`config.mk`:
```
export PLATFORM = sky130hd
export DESIGN_NAME = utf8_validating_transcoder_core
export DESIGN_NICKNAME = d
export VERILOG_FILES = /design/src/rtl/utf8vt_pkg.sv /design/src/rtl/utf8_validating_transcoder_core.sv
export SDC_FILE = /design/constraint.sdc
export NUM_CORES = 1
export LEC_CHECK = 0
export ABC_AREA = 1
export BUFFER_PORTS_ARGS = -buffer_cell sky130_fd_sc_hd__buf_2
export CAP_MARGIN = 0
export CORE_AREA = 5 5 124 126
export CTS_CLUSTER_DIAMETER = 50
export DETAILED_ROUTE_END_ITERATION = 7
export DIE_AREA = 0 0 129 131
export PLACE_DENSITY = 0.69
export SYNTH_ARGS = -nofsm -noshare
export SYNTH_HDL_FRONTEND = slang
export SYNTH_SLANG_ARGS = --single-unit
```
`constraint.sdc`:
```
create_clock -name clk -period 6.2 [get_ports clk]
set_input_delay 0.93 -clock clk [delete_from_list [all_inputs] [get_ports clk]]
set_output_delay 0.93 -clock clk [all_outputs]
set_load 0.02 [all_outputs]
```
`src/rtl/utf8vt_pkg.sv`:
```
`timescale 1ns / 1ps
`default_nettype none
// ----------------------------------------------------------------------------
// utf8vt_pkg: shared types and constants for the UTF-8 validating transcoder
// Code point limits, UTF-16 surrogate bases and the result entry layout.
// ----------------------------------------------------------------------------
package utf8vt_pkg;

    localparam logic [20:0] CP_MAX        = 21'h10FFFF;
    localparam logic [20:0] SURR_FIRST    = 21'h00D800;
    localparam logic [20:0] SURR_LAST     = 21'h00DFFF;
    localparam logic [20:0] BMP_LAST      = 21'h00FFFF;
    localparam logic [20:0] SUPP_BASE     = 21'h010000;
    localparam logic [20:0] TWO_BYTE_MIN  = 21'h000080;
    localparam logic [20:0] THREE_BYTE_MIN = 21'h000800;
    localparam logic [15:0] HIGH_SURR_BASE = 16'hD800;
    localparam logic [15:0] LOW_SURR_BASE  = 16'hDC00;

    localparam logic [2:0] SEQ_LEN_2 = 3'd2;
    localparam logic [2:0] SEQ_LEN_3 = 3'd3;
    localparam logic [2:0] SEQ_LEN_4 = 3'd4;

    // Depth of the result queue; a byte may push two entries.
    localparam int RES_DEPTH = 4;
    localparam int RES_PTR_W = $clog2(RES_DEPTH);
    localparam int RES_CNT_W = $clog2(RES_DEPTH + 1);

    typedef struct packed {
        logic [20:0] code_unit;
        logic        unit_valid;
        logic        error;
        logic        run_last;
        logic        string_end;
    } result_t;

endpackage : utf8vt_pkg
`default_nettype wire

```
`src/rtl/utf8_validating_transcoder_core.sv`:
```
`timescale 1ns / 1ps
`default_nettype none
// ----------------------------------------------------------------------------
// utf8_validating_transcoder_core: UTF-8 to UTF-16 / UTF-32 transcoder
// Validates a byte stream, emits code units or points, flags bad strings.
// ----------------------------------------------------------------------------
//
//  channel   signals                                   direction
//  input     in_valid, in_ready, in_byte, final_byte   in  (ready out)
//  result    out_valid, out_ready, code_unit,          out (ready in)
//            unit_valid, error, run_last, string_end
//  config    cfg_we, cfg_wdata (output_utf32)          in
//
//  Each byte beat is decoded in the cycle it is accepted and its zero, one or
//  two results land in a four-entry result queue; one result leaves per cycle while out_ready is high.
//  A byte is taken every cycle while the queue has room for two entries, so
//  the input rate is one byte per cycle until surrogate pairs fill the queue.
//  Reset clears the sequence state, the discard flag, the mode and the queue.
//  A stalled consumer holds in_ready low once fewer than two entries are free.
//
module utf8_validating_transcoder_core
(
    input  wire logic        clk,
    input  wire logic        rst_n,
    input  wire logic        cfg_we,
    input  wire logic        cfg_wdata,
    input  wire logic        in_valid,
    output logic             in_ready,
    input  wire logic [7:0]  in_byte,
    input  wire logic        final_byte,
    output logic             out_valid,
    input  wire logic        out_ready,
    output logic [20:0]      code_unit,
    output logic             unit_valid,
    output logic             error,
    output logic             run_last,
    output logic             string_end
);
    import utf8vt_pkg::*;

    logic                 output_utf32_reg;
    logic [1:0]           bytes_remaining_reg, bytes_remaining_next;
    logic [2:0]           seq_len_reg, seq_len_next;
    logic [20:0]          acc_reg, acc_next;
    logic                 discarding_reg, discarding_next;

    result_t              queue_reg [RES_DEPTH];
    logic [RES_PTR_W-1:0] wr_ptr_reg, rd_ptr_reg;
    logic [RES_CNT_W-1:0] count_reg;

    logic                 in_acc, out_acc;
    logic [1:0]           n_res;
    result_t              res0, res1;

    // Decode of one byte against the current sequence state.
    logic [20:0] cp;
    logic [19:0] supp;
    logic        bad_point;
    logic        fail;
    logic        emit;

    always_comb
    begin
        bytes_remaining_next = bytes_remaining_reg;
        seq_len_next         = seq_len_reg;
        acc_next             = acc_reg;
        discarding_next      = discarding_reg;
        fail                 = 1'b0;
        emit                 = 1'b0;
        cp                   = {13'd0, in_byte};
        n_res                = 2'd0;
        res0                 = '0;
        res1                 = '0;
        bad_point            = 1'b0;

        if (discarding_reg)
        begin
            if (final_byte)
            begin
                discarding_next = 1'b0;
                n_res           = 2'd1;
                res0            = '{code_unit: 21'd0, unit_valid: 1'b0, error: 1'b1,
                                    run_last: 1'b1, string_end: 1'b1};
            end
        end
        else if (bytes_remaining_reg == 2'd0)
        begin
            if (!in_byte[7])
            begin
                emit = 1'b1;
            end
            else if (in_byte[7:5] == 3'b110)
            begin
                acc_next             = {16'd0, in_byte[4:0]};
                seq_len_next         = SEQ_LEN_2;
                bytes_remaining_next = 2'd1;
                fail                 = final_byte;
            end
            else if (in_byte[7:4] == 4'b1110)
            begin
                acc_next             = {17'd0, in_byte[3:0]};
                seq_len_next         = SEQ_LEN_3;
                bytes_remaining_next = 2'd2;
                fail                 = final_byte;
            end
            else if (in_byte[7:3] == 5'b11110)
            begin
                acc_next             = {18'd0, in_byte[2:0]};
                seq_len_next         = SEQ_LEN_4;
                bytes_remaining_next = 2'd3;
                fail                 = final_byte;
            end
            else
            begin
                fail = 1'b1;
            end
        end
        else if (in_byte[7:6] != 2'b10)
        begin
            fail = 1'b1;
        end
        else
        begin
            cp                   = {acc_reg[14:0], in_byte[5:0]};
            acc_next             = cp;
            bytes_remaining_next = bytes_remaining_reg - 2'd1;
            if (bytes_remaining_reg != 2'd1)
            begin
                fail = final_byte;
            end
            else
            begin
                bad_point = (seq_len_reg == SEQ_LEN_2 && cp < TWO_BYTE_MIN)
                         || (seq_len_reg == SEQ_LEN_3 && cp < THREE_BYTE_MIN)
                         || (seq_len_reg == SEQ_LEN_4 && cp < SUPP_BASE)
                         || (cp > CP_MAX)
                         || (cp >= SURR_FIRST && cp <= SURR_LAST);
                fail = bad_point;
                emit = !bad_point;
            end
        end

        supp = 20'(cp - SUPP_BASE);

        if (fail)
        begin
            bytes_remaining_next = 2'd0;
            seq_len_next         = 3'd0;
            acc_next             = 21'd0;
            discarding_next      = !final_byte;
            n_res                = 2'd1;
            res0                 = '{code_unit: 21'd0, unit_valid: 1'b0, error: 1'b1,
                                     run_last: 1'b1, string_end: final_byte};
        end
        else if (emit)
        begin
            bytes_remaining_next = 2'd0;
            seq_len_next         = 3'd0;
            acc_next             = 21'd0;
            if (output_utf32_reg || cp <= BMP_LAST)
            begin
                n_res = 2'd1;
                res0  = '{code_unit: cp, unit_valid: 1'b1, error: 1'b0,
                          run_last: 1'b1, string_end: final_byte};
            end
            else
            begin
                // Points above the BMP split into a high and a low surrogate.
                n_res = 2'd2;
                res0  = '{code_unit: {5'd0, HIGH_SURR_BASE + {6'd0, supp[19:10]}},
                          unit_valid: 1'b1, error: 1'b0,
                          run_last: 1'b0, string_end: 1'b0};
                res1  = '{code_unit: {5'd0, LOW_SURR_BASE + {6'd0, supp[9:0]}},
                          unit_valid: 1'b1, error: 1'b0,
                          run_last: 1'b1, string_end: final_byte};
            end
        end
    end

    assign in_ready  = (count_reg <= RES_CNT_W'(RES_DEPTH - 2));
    assign in_acc    = in_valid && in_ready;
    assign out_valid = (count_reg != '0);
    assign out_acc   = out_valid && out_ready;

    assign code_unit  = queue_reg[rd_ptr_reg].code_unit;
    assign unit_valid = queue_reg[rd_ptr_reg].unit_valid;
    assign error      = queue_reg[rd_ptr_reg].error;
    assign run_last   = queue_reg[rd_ptr_reg].run_last;
    assign string_end = queue_reg[rd_ptr_reg].string_end;

    always_ff @(posedge clk or negedge rst_n)
    begin
        if (!rst_n)
        begin
            output_utf32_reg    <= 1'b0;
            bytes_remaining_reg <= 2'd0;
            seq_len_reg         <= 3'd0;
            acc_reg             <= 21'd0;
            discarding_reg      <= 1'b0;
            wr_ptr_reg          <= '0;
            rd_ptr_reg          <= '0;
            count_reg           <= '0;
        end
        else
        begin
            if (cfg_we)
            begin
                output_utf32_reg <= cfg_wdata;
            end
            if (in_acc)
            begin
                bytes_remaining_reg <= bytes_remaining_next;
                seq_len_reg         <= seq_len_next;
                acc_reg             <= acc_next;
                discarding_reg      <= discarding_next;
                wr_ptr_reg          <= wr_ptr_reg + RES_PTR_W'(n_res);
            end
            if (out_acc)
            begin
                rd_ptr_reg <= rd_ptr_reg + RES_PTR_W'(1);
            end
            count_reg <= count_reg + (in_acc ? RES_CNT_W'(n_res) : '0)
                                   - (out_acc ? RES_CNT_W'(1) : '0);
        end
    end

    // Queue payload carries no reset.
    always_ff @(posedge clk)
    begin
        if (in_acc && n_res != 2'd0)
        begin
            queue_reg[wr_ptr_reg] <= res0;
        end
        if (in_acc && n_res == 2'd2)
        begin
            queue_reg[wr_ptr_reg + RES_PTR_W'(1)] <= res1;
        end
    end

`ifndef SYNTH
    a_count_bound: assert property (@(posedge clk) disable iff (!rst_n)
        count_reg <= RES_CNT_W'(RES_DEPTH))
        else $error("result queue count exceeds its depth");

    a_error_no_unit: assert property (@(posedge clk) disable iff (!rst_n)
        out_valid && error |-> !unit_valid && code_unit == 21'd0 && run_last)
        else $error("error beat carries a code unit");

    a_high_surr_pair: assert property (@(posedge clk) disable iff (!rst_n)
        out_acc && !run_last |=> out_valid && unit_valid && run_last && !error)
        else $error("high surrogate not followed by its low unit");

    a_discard_idle: assert property (@(posedge clk) disable iff (!rst_n)
        discarding_reg |-> bytes_remaining_reg == 2'd0 && seq_len_reg == 3'd0)
        else $error("sequence state held while discarding");
`endif

endmodule : utf8_validating_transcoder_core
`default_nettype wire

```
==> metrics.csv <==
metric,value,unit
run_status,completed,
power.density,499.3,mW/mm²
clockBufferDepth,2,
synth_edf_count,72,
antenna_cells,0,
required,6240,ps
layout-drive-gt1-share,13.25,%
route.detailed.drc,0,
synthesis.nets,852,
r2r-end,queue_reg[2][13],
dpl.hpwl,12560,µm
tightest_slew,990.6,ps
largest_reg_flops,100,
synth_mux_area_share,0.4380,%
reg2reg_slack,2680,ps
use_met1,32.24,%
min_to,queue_reg[2][20],
synthFlopType,edfxtp_1,
synthXorXnorAreaFrac,0.8943,%
row_count,44,
crit_family,simple AND/OR/NAND/NOR gates,
totalWireLength,18000,µm
synthAdderAreaFrac,1.387,%
ant_nets,0,
top_level_ports,42,
clk_pin_slew,50,ps
synth_cells,830,
clk_latency,420,ps
cts-root-buf,clkbuf_16,
synth.most_common_cell,nand2_1,
critPathArrivalTime,3650,ps
netlist_area,0.006855,mm²
via_count,5843,
period_needed,3606,ps
critPathLaunchType,primary input,
worst-r2r-cell-count,14,
r2r_start,discarding_reg,
core_area,0.01420,mm²
ys.warnings.count,0,
synth_top_family_by_area,simple AND/OR/NAND/NOR gates,
cp-end-kind,flop,
finalSetupTns,0,ps
whs,479.7,ps
layout.nets,877,
hp-start,queue_reg[2][20],
fill_cells,1337,
p_leak,3.420,nW
gp_congestion,0.9289,
fp.dieH,131,µm
finalMaxSlewViolations,0,
path_class,in2reg,
cts_tree,yes,
grt_pass1_vias,5499,
ys_top_cells_by_area,"edfxtp_1 32%, dfrtp_1 11%, o21ai_0 8.3%, dfxtp_1 8.2%, nand2_1 7.8%",
synth-simple-area-share,24.91,%
cp_max_fo,24,
postCtsSetupBuffers,0,
timing.final.crit_share,58.15,%
clock_sinks,129,
drtIter0Drc,685,
synth_top_cell_area_share,31.54,%
die_w,129,µm
slew_headroom,33.89,%
cts_resized,0,
drv_cap,0,
hp-class,reg2reg,
firstDrtPassIters,6,
path_buf_inv,2,
holdPathStages,2,
grtUsageTotal,22.79,%
synth_seq_area_share,50.30,%
synth_compound_area_share,14.67,%
area_growth,12.65,%
synth_commonest_cells,"143 x nand2_1, 133 x nor2_1, 114 x o21ai_0, 72 x edfxtp_1, 71 x inv_1",
antenna_found_initial,0,
vias_per_cell,5.554,
cp_cell_sequence,"buf_2, nor3_4, nand3_1, ha_1, nand3_1, nor2_1, nand2_1, nor2_1, nand2_1, nand3_4, clkinv_2, nand2_4, nor2_8, nand2_4, nand2_1",
grt_overflow,0,
synthDominantAreaCellType,edfxtp_1,
htree_levels,4,
met2_usage,35.91,%
synth_cell_types,40,
start_util,48.26,%
synthArstFlopShare,22.48,%
fmaxAchievable,277.3,MHz
finClkSkew,8.206,ps
hold_viol_final,0,
busiest_layer,met2,
setup_viol,0,
grt_start_max_net_pins,57,
rsz0062_at_grt,false,
dieArea,0.01690,mm²
cts_buffers,17,
crit_top_cell,nand2_1,
cp_slowest_cell,nand2_1,
wl_per_cell,17.11,µm
peakVddDrop,0.2772,mV
max_stage_delay,700,ps
ys_ff_latch,129,
syn_area_per_cell,8.259,µm²
grt_pass1_wl,29610,µm
grtUsageMet3,3.537,%
hold_buffers,0,
numPortBuffers,41,
-- layout make-up --
class | instances | area [µm²] | share of cell area, %
multi-input cells | 581 | 2900 | 37.56
repair buffers | 45 | 235.2 | 3.046
flip-flops and latches | 129 | 3448 | 44.65
well taps | 184 | 230.2 | 2.981
clock buffers | 23 | 499.2 | 6.465
inverters | 81 | 305.3 | 3.953
clock inverters | 9 | 103.9 | 1.345
-- report_power, final --
| part | switching [mW] | total (mW) | internal, mW |
|---|---|---|---|
| Sequential | 0.139 | 1.28 | 1.14 |
| Clock | 0.371 | 1.02 | 0.646 |
| Combinational | 1.10 | 1.56 | 0.461 |
| Total | 1.61 | 3.86 | 2.25 |
-- cells in the final DEF, fill, tap and decap left out, types with 3 or more instances in the layout --
| cell type | instances |
|---|---|
| nor3_1 | 7 |
| clkinv_2 | 4 |
| nand3_2 | 7 |
| ha_1 | 6 |
| nor2_1 | 133 |
| dfxtp_1 | 28 |
| nor2_2 | 8 |
| nand2_1 | 143 |
| edfxtp_1 | 72 |
| nand2_2 | 4 |
| inv_1 | 71 |
| clkinv_1 | 4 |
| xnor2_1 | 3 |
| o21ai_0 | 114 |
| buf_2 | 41 |
| mux2i_1 | 3 |
| nand4_1 | 23 |
| clkbuf_8 | 3 |
| nand3_1 | 36 |
| dfrtp_1 | 29 |
| a21oi_1 | 43 |
| o22ai_1 | 19 |
| inv_2 | 6 |
| nand2_4 | 7 |
| xor2_1 | 4 |
| clkbuf_16 | 18 |
| o21ai_1 | 8 |
| buf_4 | 4 |
-- worst min-delay path, delay by kind of cell, from the launching register on --
family | cells | cell delay (ps)
flops | 1 | 320
simple gates | 2 | 120
-- cell families after synthesis --
| family | after synthesis |
|---|---|
| buffers and inverters | 120 |
| xor gates and xnor gates | 7 |
| AOI/OAI and AO/OA | 190 |
| DFF | 129 |
| and+or+nand+nor | 374 |
| muxes | 3 |
| adders and majority gates | 7 |
-- worst max-delay path by stage --
stage | startpoint | end | cells after the start | slack, ps
after global routing | in_byte[6] | queue_reg[2][13] | 15 | 2340
after floorplan | in_byte[6] | queue_reg[3][0] | 15 | 2820
after global placement | in_byte[6] | queue_reg[2][12] | 15 | 2280
after CTS | in_byte[6] | queue_reg[2][13] | 15 | 2590
final | in_byte[6] | queue_reg[2][13] | 15 | 2590
after detailed placement | in_byte[6] | queue_reg[2][11] | 15 | 2130
-- stage by stage --
stage | std cells | worst slack [ps] | total power, mW | util [%] | cell area [µm²]
floorplan | 830 | 2818 | 2.437 | - | 6855
global placement | 1020 | 2277 | 2.828 | 50.12 | 7119
detailed placement | 1020 | 2135 | 2.859 | 50.12 | 7119
CTS | 1052 | 2591 | 3.875 | 54.37 | 7722
global route | 1052 | 2336 | 4.135 | 54.37 | 7722
finish | 1052 | 2594 | 3.856 | 54.37 | 7722
-- routing by layer --
layer | up-vias | share of wire (%)
met1 | 2728 | 45
met2 | 242 | 46
met3 | 26 | 7.0
li1 | 2847 | -
met5 | - | 0
met4 | 0 | 1.8
No activity file was read; power rests on OpenSTA's default activity.
